==> config.mk <==
export PLATFORM = sky130hd
export DESIGN_NAME = memory_bus_test_sequencer_unit
export DESIGN_NICKNAME = d
export VERILOG_FILES = /design/src/hw/rtl/mbts_pkg.sv /design/src/hw/rtl/mbts_step.sv /design/src/hw/rtl/mbts_queue.sv /design/src/hw/rtl/memory_bus_test_sequencer_unit.sv
export SDC_FILE = /design/constraint.sdc
export NUM_CORES = 2
export LEC_CHECK = 0
export ABC_AREA = 1
export BUFFER_PORTS_ARGS = -buffer_cell sky130_fd_sc_hd__buf_4
export CAP_MARGIN = 40
export CORE_MARGIN = 2
export CORE_UTILIZATION = 31
export CTS_CLUSTER_SIZE = 16
export DETAILED_ROUTE_END_ITERATION = 10
export PLACE_DENSITY_LB_ADDON = 0.25
export RECOVER_POWER = 50
export SLEW_MARGIN = 20
export SYNTH_ARGS = -nofsm -noshare
export SYNTH_HDL_FRONTEND = slang
export SYNTH_SLANG_ARGS = --single-unit
==> constraint.sdc <==
create_clock -name clk -period 20.6 [get_ports clk]
set_input_delay 4.12 -clock clk [delete_from_list [all_inputs] [get_ports clk]]
set_output_delay 4.12 -clock clk [all_outputs]
set_load 0.01 [all_outputs]
==> src/hw/rtl/mbts_pkg.sv <==
// Shared types, codes and constants of the memory bus test sequencer.
package mbts_pkg;

    typedef enum logic
    {
        OP_START     = 1'b0,
        OP_READ_DATA = 1'b1
    } mbts_op_t;

    typedef enum logic [1:0]
    {
        REQ_WRITE  = 2'd0,
        REQ_READ   = 2'd1,
        REQ_FINISH = 2'd2
    } mbts_req_t;

    typedef enum logic [1:0]
    {
        STATUS_PASS        = 2'd0,
        STATUS_DATA_FAULT  = 2'd1,
        STATUS_ADDR_FAULT  = 2'd2
    } mbts_status_t;

    typedef enum logic [5:0]
    {
        PH_IDLE  = 6'b000001,
        PH_DBUS  = 6'b000010,
        PH_FILL  = 6'b000100,
        PH_CHECK = 6'b001000,
        PH_WALK  = 6'b010000,
        PH_DONE  = 6'b100000
    } mbts_phase_t;

    typedef struct packed
    {
        mbts_op_t    operation;
        logic [31:0] read_data;
    } mbts_item_t;

    typedef struct packed
    {
        mbts_req_t    request;
        logic [31:0]  address;
        logic [31:0]  write_data;
        mbts_status_t status;
        logic [31:0]  fault_pattern;
        logic         last;
    } mbts_result_t;

    typedef struct packed
    {
        mbts_phase_t phase;
        logic [31:0] outer_offset;
        logic [31:0] inner_offset;
    } mbts_ctrl_t;

    localparam int MAX_RESULTS  = 4;
    localparam int RESULT_IDX_W = 2;
    localparam int RESULT_CNT_W = 3;
    localparam int QUEUE_DEPTH  = 8;
    localparam int QUEUE_PTR_W  = 3;
    localparam int QUEUE_CNT_W  = 4;

    localparam logic [31:0] FILL_WORD    = 32'h0A0A_0A0A;
    localparam logic [31:0] RESET_BASE   = 32'h0010_0000;
    localparam logic [31:0] FIRST_OFFSET = 32'd4;
    localparam logic [31:0] MAX_OFFSET   = 32'h8000_0000;

endpackage

==> src/hw/rtl/mbts_step.sv <==
// Combinational next-step logic: decodes one registered item into results and next state.
module mbts_step
    import mbts_pkg::*;
#(
    parameter int DATA_WIDTH = 32
)
(
    input  mbts_item_t                         item,
    input  mbts_ctrl_t                         ctrl,
    input  logic [DATA_WIDTH-1:0]              walk_pattern,
    input  logic [31:0]                        base_address,
    input  logic [31:0]                        address_limit,
    output mbts_result_t [MAX_RESULTS-1:0]     results,
    output logic [RESULT_CNT_W-1:0]            result_count,
    output mbts_ctrl_t                         ctrl_next,
    output logic [DATA_WIDTH-1:0]              walk_pattern_next
);

    // An offset is usable when base plus offset stays below the limit, without wrap-around.
    function automatic logic in_range(input logic [31:0] base, input logic [31:0] limit,
                                      input logic [31:0] off);
        logic [32:0] sum;
        sum = {1'b0, base} + {1'b0, off};
        return (off != 32'd0) && (off <= MAX_OFFSET) && (sum < {1'b0, limit});
    endfunction

    // Next power-of-two offset, or zero when there is none.
    function automatic logic [31:0] next_offset(input logic [31:0] base,
                                                input logic [31:0] limit,
                                                input logic [31:0] off);
        logic [31:0] cand;
        cand = {off[30:0], 1'b0};
        return (!off[31] && in_range(base, limit, cand)) ? cand : 32'd0;
    endfunction

    function automatic mbts_result_t make_result(input mbts_req_t req,
                                                 input logic [31:0] addr,
                                                 input logic [31:0] data,
                                                 input mbts_status_t st,
                                                 input logic [31:0] pat);
        mbts_result_t r;
        r.request       = req;
        r.address       = addr;
        r.write_data    = data;
        r.status        = st;
        r.fault_pattern = pat;
        r.last          = 1'b0;
        return r;
    endfunction

    logic [DATA_WIDTH-1:0] rd_w;
    logic [DATA_WIDTH-1:0] fill_w;
    logic [DATA_WIDTH-1:0] walk_shift;
    logic [31:0]           fill32;
    logic [31:0]           fill_inv32;
    logic [31:0]           walk32;
    logic [31:0]           walk_shift32;
    logic [31:0]           first_off;
    logic [31:0]           next_first;
    logic [31:0]           next_outer;
    logic [31:0]           next_inner;
    logic [31:0]           walk_q;
    logic [31:0]           fill_o;
    logic [31:0]           wf_o;
    logic [31:0]           wf_q;
    logic                  fill_ok;
    logic                  walk_ok;

    // Data words are DATA_WIDTH bits; the ports carry 32.
    assign rd_w         = DATA_WIDTH'(item.read_data);
    assign fill_w       = DATA_WIDTH'(FILL_WORD);
    assign walk_shift   = walk_pattern << 1;
    assign fill32       = 32'(fill_w);
    assign fill_inv32   = 32'(~fill_w);
    assign walk32       = 32'(walk_pattern);
    assign walk_shift32 = 32'(walk_shift);
    assign fill_ok      = (rd_w == fill_w);
    assign walk_ok      = (rd_w == walk_pattern);

    assign first_off  = in_range(base_address, address_limit, FIRST_OFFSET) ?
                        FIRST_OFFSET : 32'd0;
    assign next_first = next_offset(base_address, address_limit, first_off);
    assign next_outer = next_offset(base_address, address_limit, ctrl.outer_offset);
    assign next_inner = next_offset(base_address, address_limit, ctrl.inner_offset);

    // In the walk phase the offset under test is skipped.
    assign walk_q = ((next_inner != 32'd0) && (next_inner == ctrl.outer_offset)) ?
                    next_offset(base_address, address_limit, next_inner) : next_inner;

    assign fill_o = (ctrl.outer_offset == 32'd0) ? first_off : next_outer;

    // Offset inverted next, and the first other offset to check against it.
    assign wf_o = (ctrl.phase == PH_WALK) ? next_outer : first_off;
    assign wf_q = (first_off == wf_o) ? next_first : first_off;

    always_comb
    begin
        logic [RESULT_CNT_W-1:0] cnt;
        logic [RESULT_IDX_W-1:0] last_idx;
        logic                    do_walk;

        results           = '0;
        cnt               = '0;
        do_walk           = 1'b0;
        ctrl_next         = ctrl;
        walk_pattern_next = walk_pattern;

        if (item.operation == OP_START)
        begin
            walk_pattern_next = DATA_WIDTH'(1);
            results[cnt[RESULT_IDX_W-1:0]] = make_result(REQ_WRITE, base_address, 32'd1,
                                                         STATUS_PASS, 32'd0);
            cnt = cnt + 1'b1;
            results[cnt[RESULT_IDX_W-1:0]] = make_result(REQ_READ, base_address, 32'd0,
                                                         STATUS_PASS, 32'd0);
            cnt = cnt + 1'b1;
            ctrl_next.phase = PH_DBUS;
        end
        else
        begin
            unique case (ctrl.phase)
                PH_DBUS:
                begin
                    if (!walk_ok)
                    begin
                        results[cnt[RESULT_IDX_W-1:0]] = make_result(REQ_FINISH, 32'd0, 32'd0,
                                                                     STATUS_DATA_FAULT, walk32);
                        cnt = cnt + 1'b1;
                        ctrl_next.phase = PH_DONE;
                    end
                    else
                    begin
                        walk_pattern_next = walk_shift;
                        if (walk_shift != '0)
                        begin
                            results[cnt[RESULT_IDX_W-1:0]] = make_result(REQ_WRITE, base_address,
                                walk_shift32, STATUS_PASS, 32'd0);
                            cnt = cnt + 1'b1;
                        end
                        else
                        begin
                            ctrl_next.outer_offset = 32'd0;
                            results[cnt[RESULT_IDX_W-1:0]] = make_result(REQ_WRITE, base_address,
                                fill32, STATUS_PASS, 32'd0);
                            cnt = cnt + 1'b1;
                            ctrl_next.phase = PH_FILL;
                        end
                        results[cnt[RESULT_IDX_W-1:0]] = make_result(REQ_READ, base_address,
                                                                     32'd0, STATUS_PASS, 32'd0);
                        cnt = cnt + 1'b1;
                    end
                end
                PH_FILL:
                begin
                    if (!fill_ok)
                    begin
                        results[cnt[RESULT_IDX_W-1:0]] = make_result(REQ_FINISH, 32'd0, 32'd0,
                                                                     STATUS_ADDR_FAULT, 32'd0);
                        cnt = cnt + 1'b1;
                        ctrl_next.phase = PH_DONE;
                    end
                    else if (fill_o != 32'd0)
                    begin
                        ctrl_next.outer_offset = fill_o;
                        results[cnt[RESULT_IDX_W-1:0]] = make_result(REQ_WRITE,
                            base_address + fill_o, fill32, STATUS_PASS, 32'd0);
                        cnt = cnt + 1'b1;
                        results[cnt[RESULT_IDX_W-1:0]] = make_result(REQ_READ,
                            base_address + fill_o, 32'd0, STATUS_PASS, 32'd0);
                        cnt = cnt + 1'b1;
                    end
                    else
                    begin
                        results[cnt[RESULT_IDX_W-1:0]] = make_result(REQ_WRITE, base_address,
                                                                     fill_inv32, STATUS_PASS, 32'd0);
                        cnt = cnt + 1'b1;
                        if (first_off != 32'd0)
                        begin
                            ctrl_next.outer_offset = first_off;
                            results[cnt[RESULT_IDX_W-1:0]] = make_result(REQ_READ,
                                base_address + first_off, 32'd0, STATUS_PASS, 32'd0);
                            cnt = cnt + 1'b1;
                            ctrl_next.phase = PH_CHECK;
                        end
                        else
                        begin
                            results[cnt[RESULT_IDX_W-1:0]] = make_result(REQ_WRITE, base_address,
                                fill32, STATUS_PASS, 32'd0);
                            cnt = cnt + 1'b1;
                            do_walk = 1'b1;
                        end
                    end
                end
                PH_CHECK:
                begin
                    if (!fill_ok)
                    begin
                        results[cnt[RESULT_IDX_W-1:0]] = make_result(REQ_FINISH, 32'd0, 32'd0,
                                                                     STATUS_ADDR_FAULT, 32'd0);
                        cnt = cnt + 1'b1;
                        ctrl_next.phase = PH_DONE;
                    end
                    else if (next_outer != 32'd0)
                    begin
                        ctrl_next.outer_offset = next_outer;
                        results[cnt[RESULT_IDX_W-1:0]] = make_result(REQ_READ,
                            base_address + next_outer, 32'd0, STATUS_PASS, 32'd0);
                        cnt = cnt + 1'b1;
                    end
                    else
                    begin
                        results[cnt[RESULT_IDX_W-1:0]] = make_result(REQ_WRITE, base_address,
                                                                     fill32, STATUS_PASS, 32'd0);
                        cnt = cnt + 1'b1;
                        do_walk = 1'b1;
                    end
                end
                PH_WALK:
                begin
                    if (!fill_ok)
                    begin
                        results[cnt[RESULT_IDX_W-1:0]] = make_result(REQ_FINISH, 32'd0, 32'd0,
                                                                     STATUS_ADDR_FAULT, 32'd0);
                        cnt = cnt + 1'b1;
                        ctrl_next.phase = PH_DONE;
                    end
                    else if (walk_q != 32'd0)
                    begin
                        ctrl_next.inner_offset = walk_q;
                        results[cnt[RESULT_IDX_W-1:0]] = make_result(REQ_READ,
                            base_address + walk_q, 32'd0, STATUS_PASS, 32'd0);
                        cnt = cnt + 1'b1;
                    end
                    else
                    begin
                        results[cnt[RESULT_IDX_W-1:0]] = make_result(REQ_WRITE,
                            base_address + ctrl.outer_offset, fill32, STATUS_PASS, 32'd0);
                        cnt = cnt + 1'b1;
                        do_walk = 1'b1;
                    end
                end
                PH_IDLE, PH_DONE:
                begin
                    // Returned data with no test running is dropped.
                end
                default:
                begin
                end
            endcase
        end

        // Start inverting the next offset. When no other offset exists to check,
        // the lone offset is restored and the test passes.
        if (do_walk)
        begin
            if (wf_o == 32'd0)
            begin
                results[cnt[RESULT_IDX_W-1:0]] = make_result(REQ_FINISH, 32'd0, 32'd0,
                                                             STATUS_PASS, 32'd0);
                cnt = cnt + 1'b1;
                ctrl_next.phase = PH_DONE;
            end
            else
            begin
                ctrl_next.outer_offset = wf_o;
                results[cnt[RESULT_IDX_W-1:0]] = make_result(REQ_WRITE, base_address + wf_o,
                                                             fill_inv32, STATUS_PASS, 32'd0);
                cnt = cnt + 1'b1;
                if (wf_q != 32'd0)
                begin
                    ctrl_next.inner_offset = wf_q;
                    results[cnt[RESULT_IDX_W-1:0]] = make_result(REQ_READ, base_address + wf_q,
                                                                 32'd0, STATUS_PASS, 32'd0);
                    cnt = cnt + 1'b1;
                    ctrl_next.phase = PH_WALK;
                end
                else
                begin
                    results[cnt[RESULT_IDX_W-1:0]] = make_result(REQ_WRITE, base_address + wf_o,
                                                                 fill32, STATUS_PASS, 32'd0);
                    cnt = cnt + 1'b1;
                    results[cnt[RESULT_IDX_W-1:0]] = make_result(REQ_FINISH, 32'd0, 32'd0,
                                                                 STATUS_PASS, 32'd0);
                    cnt = cnt + 1'b1;
                    ctrl_next.phase = PH_DONE;
                end
            end
        end

        last_idx = cnt[RESULT_IDX_W-1:0] - 1'b1;
        if (cnt != '0)
        begin
            results[last_idx].last = 1'b1;
        end

        result_count = cnt;
    end

endmodule

==> src/hw/rtl/mbts_queue.sv <==
// Result queue: takes up to four results per cycle and hands them out one per transfer.
module mbts_queue
    import mbts_pkg::*;
(
    input  logic                           clk,
    input  logic                           rst_n,
    input  logic [RESULT_CNT_W-1:0]        push_count,
    input  mbts_result_t [MAX_RESULTS-1:0] push_data,
    output logic                           room,
    output logic                           out_valid,
    input  logic                           out_stall,
    output mbts_result_t                   out_data
);

    mbts_result_t               entries_reg [QUEUE_DEPTH];
    logic [QUEUE_PTR_W-1:0]     wr_ptr_reg;
    logic [QUEUE_PTR_W-1:0]     wr_ptr_next;
    logic [QUEUE_PTR_W-1:0]     rd_ptr_reg;
    logic [QUEUE_PTR_W-1:0]     rd_ptr_next;
    logic [QUEUE_CNT_W-1:0]     count_reg;
    logic [QUEUE_CNT_W-1:0]     count_next;
    logic                       pop;

    assign out_valid = (count_reg != '0);
    assign out_data  = entries_reg[rd_ptr_reg];
    assign pop       = out_valid && !out_stall;
    assign room      = (count_reg <= QUEUE_CNT_W'(QUEUE_DEPTH - MAX_RESULTS));

    assign wr_ptr_next = wr_ptr_reg + QUEUE_PTR_W'(push_count);
    assign rd_ptr_next = rd_ptr_reg + QUEUE_PTR_W'(pop);
    assign count_next  = count_reg + QUEUE_CNT_W'(push_count) - QUEUE_CNT_W'(pop);

    always_ff @(posedge clk)
    begin
        for (int i = 0; i < MAX_RESULTS; i++)
        begin
            if (RESULT_CNT_W'(i) < push_count)
            begin
                entries_reg[wr_ptr_reg + QUEUE_PTR_W'(i)] <= push_data[i];
            end
        end
    end

    always_ff @(posedge clk or negedge rst_n)
    begin
        if (!rst_n)
        begin
            wr_ptr_reg <= '0;
            rd_ptr_reg <= '0;
            count_reg  <= '0;
        end
        else
        begin
            wr_ptr_reg <= wr_ptr_next;
            rd_ptr_reg <= rd_ptr_next;
            count_reg  <= count_next;
        end
    end

endmodule

==> src/hw/rtl/memory_bus_test_sequencer_unit.sv <==
// Top level of the memory bus test sequencer: item register, sequencer state and result queue.
//
// The sequencer runs a memory bus test by issuing write and read requests as results and
// checking each word that is sent back as an item. A start item begins (or restarts) the
// test: a walking-one data bus test at the base address, followed by an address bus test
// over the power-of-two offsets from four upwards whose addresses stay below the limit.
// A finish result carries the verdict (pass, data bus fault with the failing pattern, or
// address bus fault). Read data that arrives while no test is running is dropped. Each
// accepted item is held in an input register, where short decode logic produces up to
// four results and the next sequencer state in the same cycle; the results enter an
// eight-entry queue at the clock edge that moves the item on, and are offered from then on.
// Input transfers are taken every cycle as long as the queue has room for four more
// results, so the sustained rate is set by the queue's single output port: an item causes
// one or two results for almost every step of the test and at most four. The base address
// and limit registers are written through the configuration port and should only change
// while the block is idle. DATA_WIDTH sets how many low bits of each word are tested,
// from 8 to 32, as the ports carry 32-bit words.
module memory_bus_test_sequencer_unit
    import mbts_pkg::*;
#(
    parameter int DATA_WIDTH = 32
)
(
    input  logic         clk,
    input  logic         rst_n,
    input  logic         item_valid,
    output logic         item_stall,
    input  mbts_item_t   item,
    output logic         result_valid,
    input  logic         result_stall,
    output mbts_result_t result,
    input  logic         cfg_write,
    input  logic         cfg_index,
    input  logic [31:0]  cfg_data
);

    localparam logic CFG_BASE_ADDRESS  = 1'b0;
    localparam logic CFG_ADDRESS_LIMIT = 1'b1;

    logic                           item_valid_reg;
    logic                           item_valid_next;
    mbts_item_t                     item_reg;
    logic                           item_take;
    logic                           advance;
    logic                           room;

    mbts_ctrl_t                     ctrl_reg;
    mbts_ctrl_t                     ctrl_next;
    logic [DATA_WIDTH-1:0]          walk_pattern_reg;
    logic [DATA_WIDTH-1:0]          walk_pattern_next;
    logic [31:0]                    base_address_reg;
    logic [31:0]                    address_limit_reg;

    mbts_result_t [MAX_RESULTS-1:0] step_results;
    logic [RESULT_CNT_W-1:0]        step_count;
    logic [RESULT_CNT_W-1:0]        push_count;

    // The item register moves on whenever the queue can hold the worst-case four
    // results, so a new transfer is taken in the same cycle.
    assign advance         = item_valid_reg && room;
    assign item_stall      = item_valid_reg && !room;
    assign item_take       = item_valid && !item_stall;
    assign item_valid_next = item_take || (item_valid_reg && !advance);
    assign push_count      = advance ? step_count : '0;

    always_ff @(posedge clk)
    begin
        if (item_take)
        begin
            item_reg <= item;
        end
    end

    always_ff @(posedge clk or negedge rst_n)
    begin
        if (!rst_n)
        begin
            item_valid_reg         <= 1'b0;
            ctrl_reg.phase         <= PH_IDLE;
            ctrl_reg.outer_offset  <= FIRST_OFFSET;
            ctrl_reg.inner_offset  <= FIRST_OFFSET;
            walk_pattern_reg       <= DATA_WIDTH'(1);
            base_address_reg       <= RESET_BASE;
            address_limit_reg      <= '0;
        end
        else
        begin
            item_valid_reg <= item_valid_next;
            if (advance)
            begin
                ctrl_reg         <= ctrl_next;
                walk_pattern_reg <= walk_pattern_next;
            end
            if (cfg_write)
            begin
                unique case (cfg_index)
                    CFG_BASE_ADDRESS:  base_address_reg  <= cfg_data;
                    CFG_ADDRESS_LIMIT: address_limit_reg <= cfg_data;
                    default:
                    begin
                    end
                endcase
            end
        end
    end

    mbts_step #(
        .DATA_WIDTH (DATA_WIDTH)
    ) u_step (
        .item              (item_reg),
        .ctrl              (ctrl_reg),
        .walk_pattern      (walk_pattern_reg),
        .base_address      (base_address_reg),
        .address_limit     (address_limit_reg),
        .results           (step_results),
        .result_count      (step_count),
        .ctrl_next         (ctrl_next),
        .walk_pattern_next (walk_pattern_next)
    );

    mbts_queue u_queue (
        .clk        (clk),
        .rst_n      (rst_n),
        .push_count (push_count),
        .push_data  (step_results),
        .room       (room),
        .out_valid  (result_valid),
        .out_stall  (result_stall),
        .out_data   (result)
    );

endmodule

Word-level counts from Yosys, hierarchy flattened
Memory sizes are Yosys's and may differ from the RTL's.
Cells that the tools add are included.
{"block": "totals", "reg_bits": 210, "ramBits": 808, "in_bits": 71, "output_inout_bits": 103, "word_cells": 236, "memories": 1}
{"memory": "u_queue.entries_reg", "words": 8, "width": 101, "rd": 1, "rd_ports_with_merged_regs": 0, "wr": 4, "line": "mbts_queue.sv:15", "rtl": "mbts_result_t entries_reg [QUEUE_DEPTH];"}
{"block": "classes", "n_addsub": 24, "order_cmp": 24, "n_eq_ne": 15, "mux": 101, "n_bitwise": 7, "reduce_logical": 52}
{"cell": "$bwmux 404", "count": 5}
{"cell": "$mux 404", "count": 4}
{"cell": "$mux 101", "count": 12}
{"cell": "$demux 101 s2", "count": 5}
{"cell": "$and 400x400->400", "count": 2}
{"cell": "$not 400->400", "count": 2}
{"cell": "$mux 32", "count": 20}
{"cell": "$mux 202", "count": 3}
{"cell": "$pmux 101 s4", "count": 1}
{"cell": "$mux 303", "count": 1}
{"cell": "$mux 100", "count": 3}
{"cell": "$reduce_bool 32->1", "count": 7}
{"cell": "$pmux 101 s2", "count": 1}
{"cell": "$mux 201", "count": 1}
{"cell": "$add 32x32->32", "count": 6}
{"cell": "$lt 33x32->1", "count": 5}
{"cell": "$le 32x32->1 const B", "count": 4}
{"cell": "$mux 64", "count": 2}
{"cell": "$reduce_bool 31->1", "count": 4}
{"cell": "$add 32x32->33", "count": 3}
{"cell": "$eq 32x32->1", "count": 3}
{"cell": "$pmux 32 s3", "count": 1}
{"cell": "$mux 38", "count": 2}
{"cell": "$mux 70", "count": 1}
{"cell": "45 further kinds", "count": 125}

Depth between registers and ports, before layout
{"block": "depth", "ltp_word": 24, "mapped_depth": 119, "mapped_depth_nobuf": 114}

Cells and area by module
A second synthesis with hierarchy kept.
{"block": "unflattened", "hier_cells": 17006, "hier_area_um2": 104988.2}
{"mod": "mbts_queue", "n_inst": 1, "cells_each": 10700, "area_per_inst_um2": 66840.4, "seq_area_each_um2": 24513.5}
{"mod": "mbts_step", "n_inst": 1, "cells_each": 5538, "area_per_inst_um2": 30463.0, "seq_area_each_um2": 0.0}
{"mod": "memory_bus_test_sequencer_unit", "n_inst": 1, "cells_each": 768, "area_per_inst_um2": 7684.9, "seq_area_each_um2": 5176.2}

Worst setup path before layout
Ideal clock, no wire load.
{"block": "synth_path", "path_kind": "flip-flop to flip-flop", "start": "register base_address_reg[2]", "end": "memory u_queue.entries_reg[0][0] in the netlist's numbering (enable)", "setup_ps": 1394, "arrival_time_ps": 13780, "required_time_ps": 19206, "setup_slack_ps": 5425, "path_stages_with_launch": 92, "path_buffers": 7, "synth_period_minus_slack_ps": 15175, "path_cell_list": "dfrtp_1 inv_1 fa_1 o21ai_0 a21oi_1 o21bai_1 a21o_1 a21oi_1 o21ai_0 nand3_1 nand2_1 nand3_1 nand2_1 nand3_1 nand2_1 nand3_1 nand2_1 nand3_1 [56 not listed] nand2_1 nor2_1 nand2_1 nor2_4 nand2_2 inv_2 nand2_1 nand3_2 nand4_2 nand2_1 nand2_2 nand2_1 buf_4 nand2_2 buf_2 buf_4 buf_4 nand4_1"}
{"element": "start, declared", "line": "memory_bus_test_sequencer_unit.sv:51", "rtl": "logic [31:0] base_address_reg;"}
{"element": "start signal, assigned", "line": "memory_bus_test_sequencer_unit.sv:97", "rtl": "CFG_BASE_ADDRESS: base_address_reg <= cfg_data;"}
{"element": "end, declared", "line": "mbts_queue.sv:15"}

Worst setup path after layout
{"block": "layout_path", "start": "register base_address_reg[1]", "end": "register ctrl_reg[61] in the netlist's numbering"}
{"block": "layout_between", "elab_chain_cells": 17, "word_cells_on_any_way": 51, "classes_between": "add/sub (4); order compare (5); eq/ne (1); mux (25); reduce/logical (16)"}
{"element": "$add 32x32->33", "line": "mbts_step.sv:23", "rtl": "sum = {1'b0, base} + {1'b0, off};"}
{"element": "$lt 33x32->1", "line": "mbts_step.sv:24", "rtl": "return (off != 32'd0) && (off <= MAX_OFFSET) && (sum < {1'b0, limit});"}
{"element": "$logic_and 1x1->1", "line": "mbts_step.sv:24"}
{"element": "$logic_and 1x1->1", "line": "mbts_step.sv:33", "rtl": "return (!off[31] && in_range(base, limit, cand)) ? cand : 32'd0;"}
{"element": "$mux 32", "line": "mbts_step.sv:33"}
{"element": "$add 32x32->33, or another cell as far along", "line": "mbts_step.sv:23"}
{"element": "$lt 33x32->1 / $logic_and 1x1->1 (equally long branches)", "line": "mbts_step.sv:24"}
{"element": "$logic_and 1x1->1", "line": "mbts_step.sv:24"}
{"element": "$logic_and 1x1->1", "line": "mbts_step.sv:33"}
{"element": "$mux 32", "line": "mbts_step.sv:33"}
{"element": "$mux 32", "line": "mbts_step.sv:87", "rtl": "assign walk_q = ((next_inner != 32'd0) && (next_inner == ctrl.outer_offset)) ?"}
{"element": "$reduce_bool 32->1", "line": "mbts_step.sv:227", "rtl": "else if (walk_q != 32'd0)"}
{"element": "$mux 1", "line": "mbts_step.sv:227"}
{"element": "$mux 1", "line": "mbts_step.sv:220", "rtl": "if (!fill_ok)"}
{"element": "$pmux 1 s3", "line": "mbts_step.sv:121", "rtl": "unique case (ctrl.phase)"}
{"element": "$mux 1", "line": "mbts_step.sv:108", "rtl": "if (item.operation == OP_START)"}
{"element": "$mux 70 (*)", "line": "mbts_step.sv:254", "rtl": "if (do_walk)"}
{"element": "end signal, assigned", "line": "memory_bus_test_sequencer_unit.sv:91", "rtl": "ctrl_reg <= ctrl_next;"}
{"element": "end, declared", "line": "memory_bus_test_sequencer_unit.sv:47", "rtl": "mbts_ctrl_t ctrl_reg;"}
Mark *: on every way between the ends. The rest lies on a longest branch, timed or not. The select of a mux whose other input is x is not followed.
A chain may end at the register's enable or synchronous reset.

==> results.toml <==
[outcome]
status = "finished, violations left"
violations = "max-capacitance violations, max-slew violations"

[sta]
final-setup-viol-count = 0
finalClockSkew_ps = 77.8
fmax_mhz = 52.2
tightest_slew_ps = 6280
slew_violations = 1177
finalCriticalPeriod_ps = 19150
fin_setup_tns_ps = 0
rsz0062_at_grt = "no"
slew_headroom_pct = -319
hold_violations = 0
period_share_pct = 93.0

[cells_and_area]
n_fill_cell = 30030
area_growth_pct = 10.9
drive_gt1_share_pct = 6.05
nets = 12999
largest_register_ffs = 808
fin_util_pct = 34.6

[synth]
synth_area_sq_um = 85700
synth.distinct_cells = 75
ys_ff_latch = 1018
synth.area.top_cells = "edfxtp_1 (29%), nand2_1 (18%), nor2_1 (6.8%), o21ai_0 (6.0%), nand3_1 (6.0%)"
synthFlopType = "edfxtp_1"
yosys.area.top_type = "edfxtp_1"
synth_edf_count = 841
syn_nets = 13152
seq_area_frac_synth_pct = 34.7
synthArstFlopShare_pct = 17.4
synth_top_area_share_pct = 29.5
syn_avg_cell_area_sq_um = 6.76
yosysWarnings = 0
synthCells = 12670

[worst_setup_path]
r2r_cells = 86
cp_common_cell = "nand2_1"
path_buf_inv = 11
end_kind = "flop"
worstPathRequired_ps = 21280
worst-setup-path-type = "flop to flop"
regToRegSetupSlack_ps = 1450
critPathArrivalTime_ps = 19830
crit_path_start_kind = "flop"
crit_family = "simple AND/OR/NAND/NOR gates"
critPathMaxFanout = 58
cp_slowest_stage_delay_ps = 1790
crit_slowest_cell = "clkbuf_1"
timing.rr.start = "base_address_reg[1]"
worstReg2RegEnd = "ctrl_reg[61]"

[floorplan]
rows = 192
design.portCount = 174
die_w_microns = 530
start_util_pct = 31.2
core-area_sq_um = 274000
chipHeight_microns = 530
dieArea_sq_um = 281000

[route]
drtIter0Drc = 13499
viasPerCell = 5.76
antenna_left = 0
routed_wl_microns = 440000
drcViolationCount = 0
via_count = 94000
post_drt_wl_per_cell_microns = 26.9
dr.pass1.iters = 7

[pwr]
vdd_drop_max_mv = 0.113
p_per_area_nw_per_um2 = 109
p_leak_nw = 44.2

[global_route]
grt_first_pass_wirelength_microns = 625000
grt_max_degree = 145
grt-ovfl-total = 0
antenna_found_initial = 16
grt_pass1_vias = 86482
grt_use_total_pct = 30.3

[clock_network]
cts.path.max_buffers = 3
cts_tree = "yes"
cts_root_buf = "clkbuf_16"
cts_made_buffers = 121
clk_latency_ps = 850
cts_setup_buffers = 0
cts_hold_buf = 0
cts_resized = 0
h-tree-depth = 3
clock-sinks = 1018
cts.clk_slew.worst_paths_ps = 60

[placement]
gp_congestion = 1.03
dp_hpwl_microns = 297000
portBuffers = 173

[job]
max_cap_viol_count = 29

[min_path]
whs_endpoint = "ctrl_reg[64]"
min_from = "ctrl_reg[64]"
hold_path_class = "flop to flop"
holdPathStages = 2
[cells in the mapped netlist (35+ instances only)]
library cell  count
o211ai_1        134
edfxtp_1        841
a21oi_1         464
buf_2           179
inv_1           772
clkbuf_1        563
dfrtp_1         172
o22ai_1         196
nor3_1          184
xor2_1          205
o21ai_1          53
a31oi_1         151
buf_1            39
o21ai_0        1033
nand2_1        4066
ha_1            401
nor2_1         1541
nor4_1           50
nand3_1        1019
nand4_1         142
o31ai_1          35
xnor2_1          64
[layer usage]
| metal | up-vias | global-route usage [%] | part of all wire (%) |
|---|---|---|---|
| met5 | - | 0 | 0.013 |
| met4 | 8 | 18.3 | 6.7 |
| met3 | 1473 | 6.94 | 11 |
| met2 | 6165 | 45.0 | 42 |
| met1 | 44077 | 39.7 | 40 |
| li1 | 42277 | - | - |
[cell type report]
cell class              instances  area [sq um]  area share (%)
inverters                     806          3050            3.21
repair buffers                546          3970            4.18
flip-flops and latches       1018         29700            31.3
clock inverters                80           773           0.814
multi-input cells           10024         49700            52.3
clock buffers                 149          3180            3.35
well taps                    3686          4610            4.86
diodes                         13          32.5          0.0343
[logic make-up (layout without fill, tap and decap cells)]
logic type,Yosys count,after routing,share of synthesized area [%]
compound gates,2235,2235,14.8
xor+xnor,269,269,2.75
fa+ha+maj,411,411,6.09
buf+inv,1628,1581,7.64
flops,1018,1018,34.7
other cells,0,13,0
simple gates,7109,7109,34.1
[worst min-delay path, stage by stage (launching register included)]
cell	delay, ps
dfstp_1	380
inv_1	50
nor2_1	40
[report_power, final]
part	leakage [nW]	total, W	internal (W)	switching, W
logic	32.0	0.00545	0.00134	0.00411
registers	10.3	0.00266	0.00253	0.000128
clock network	1.90	0.00221	0.00122	0.000993
[metrics by stage]
stage	setup slack [ps]	instance area (sq um)	std cells	hold slack (ps)	power [W]
final	1450	95000	16322	472	0.0103
after global routing	213	94900	16311	501	0.0108
after detailed placement	2730	91600	16059	442	0.00809
after global placement	2780	90400	15964	444	0.00801
after floorplan	5430	85700	12670	431	0.00573
after CTS	2640	95500	16288	453	0.0103
[placed cells by master (no fill, tap or decap), types with 19 or more instances in the layout]
cell type  netlist  routed
nand3_1       1019    1018
clkinv_2         0      20
clkbuf_4         0      31
o22ai_1        196     196
nand4_1        142     142
nor4_1          50      48
buf_4           27     304
o21ai_0       1033    1031
xnor2_1         64      64
nor3_1         184     173
xor2_1         205     205
or2_2           25      25
o211ai_1       134     134
a21boi_0        20      20
nor2_1        1541    1529
o221ai_1        23      23
clkinv_1        16      35
o21ai_1         53      55
o31ai_1         35      35
nand2_1       4066    4053
buf_2          179      28
a211oi_1        19      19
nand2_2         15      19
clkbuf_1       563     166
inv_2           17      19
a31oi_1        151     151
inv_1          772     768
clkbuf_16        0     122
ha_1           401     401
edfxtp_1       841     841
a21oi_1        464     463
dfrtp_1        172     171
[how the worst max path moves through the flow]
stage | startpoint | to | slack (ps) | depth (start not counted)
after floorplan | base_address_reg[2] | u_queue.entries_reg[0][0] | 5430 | 91
after global placement | base_address_reg[1] | u_queue.entries_reg[6][95] | 2780 | 109
after detailed placement | base_address_reg[1] | u_queue.entries_reg[0][95] | 2730 | 103
after CTS | base_address_reg[1] | u_queue.entries_reg[0][95] | 2640 | 103
after global routing | base_address_reg[1] | ctrl_reg[61] | 210 | 86
final | base_address_reg[1] | ctrl_reg[61] | 1450 | 86
Power figures use the tool's default switching activity.
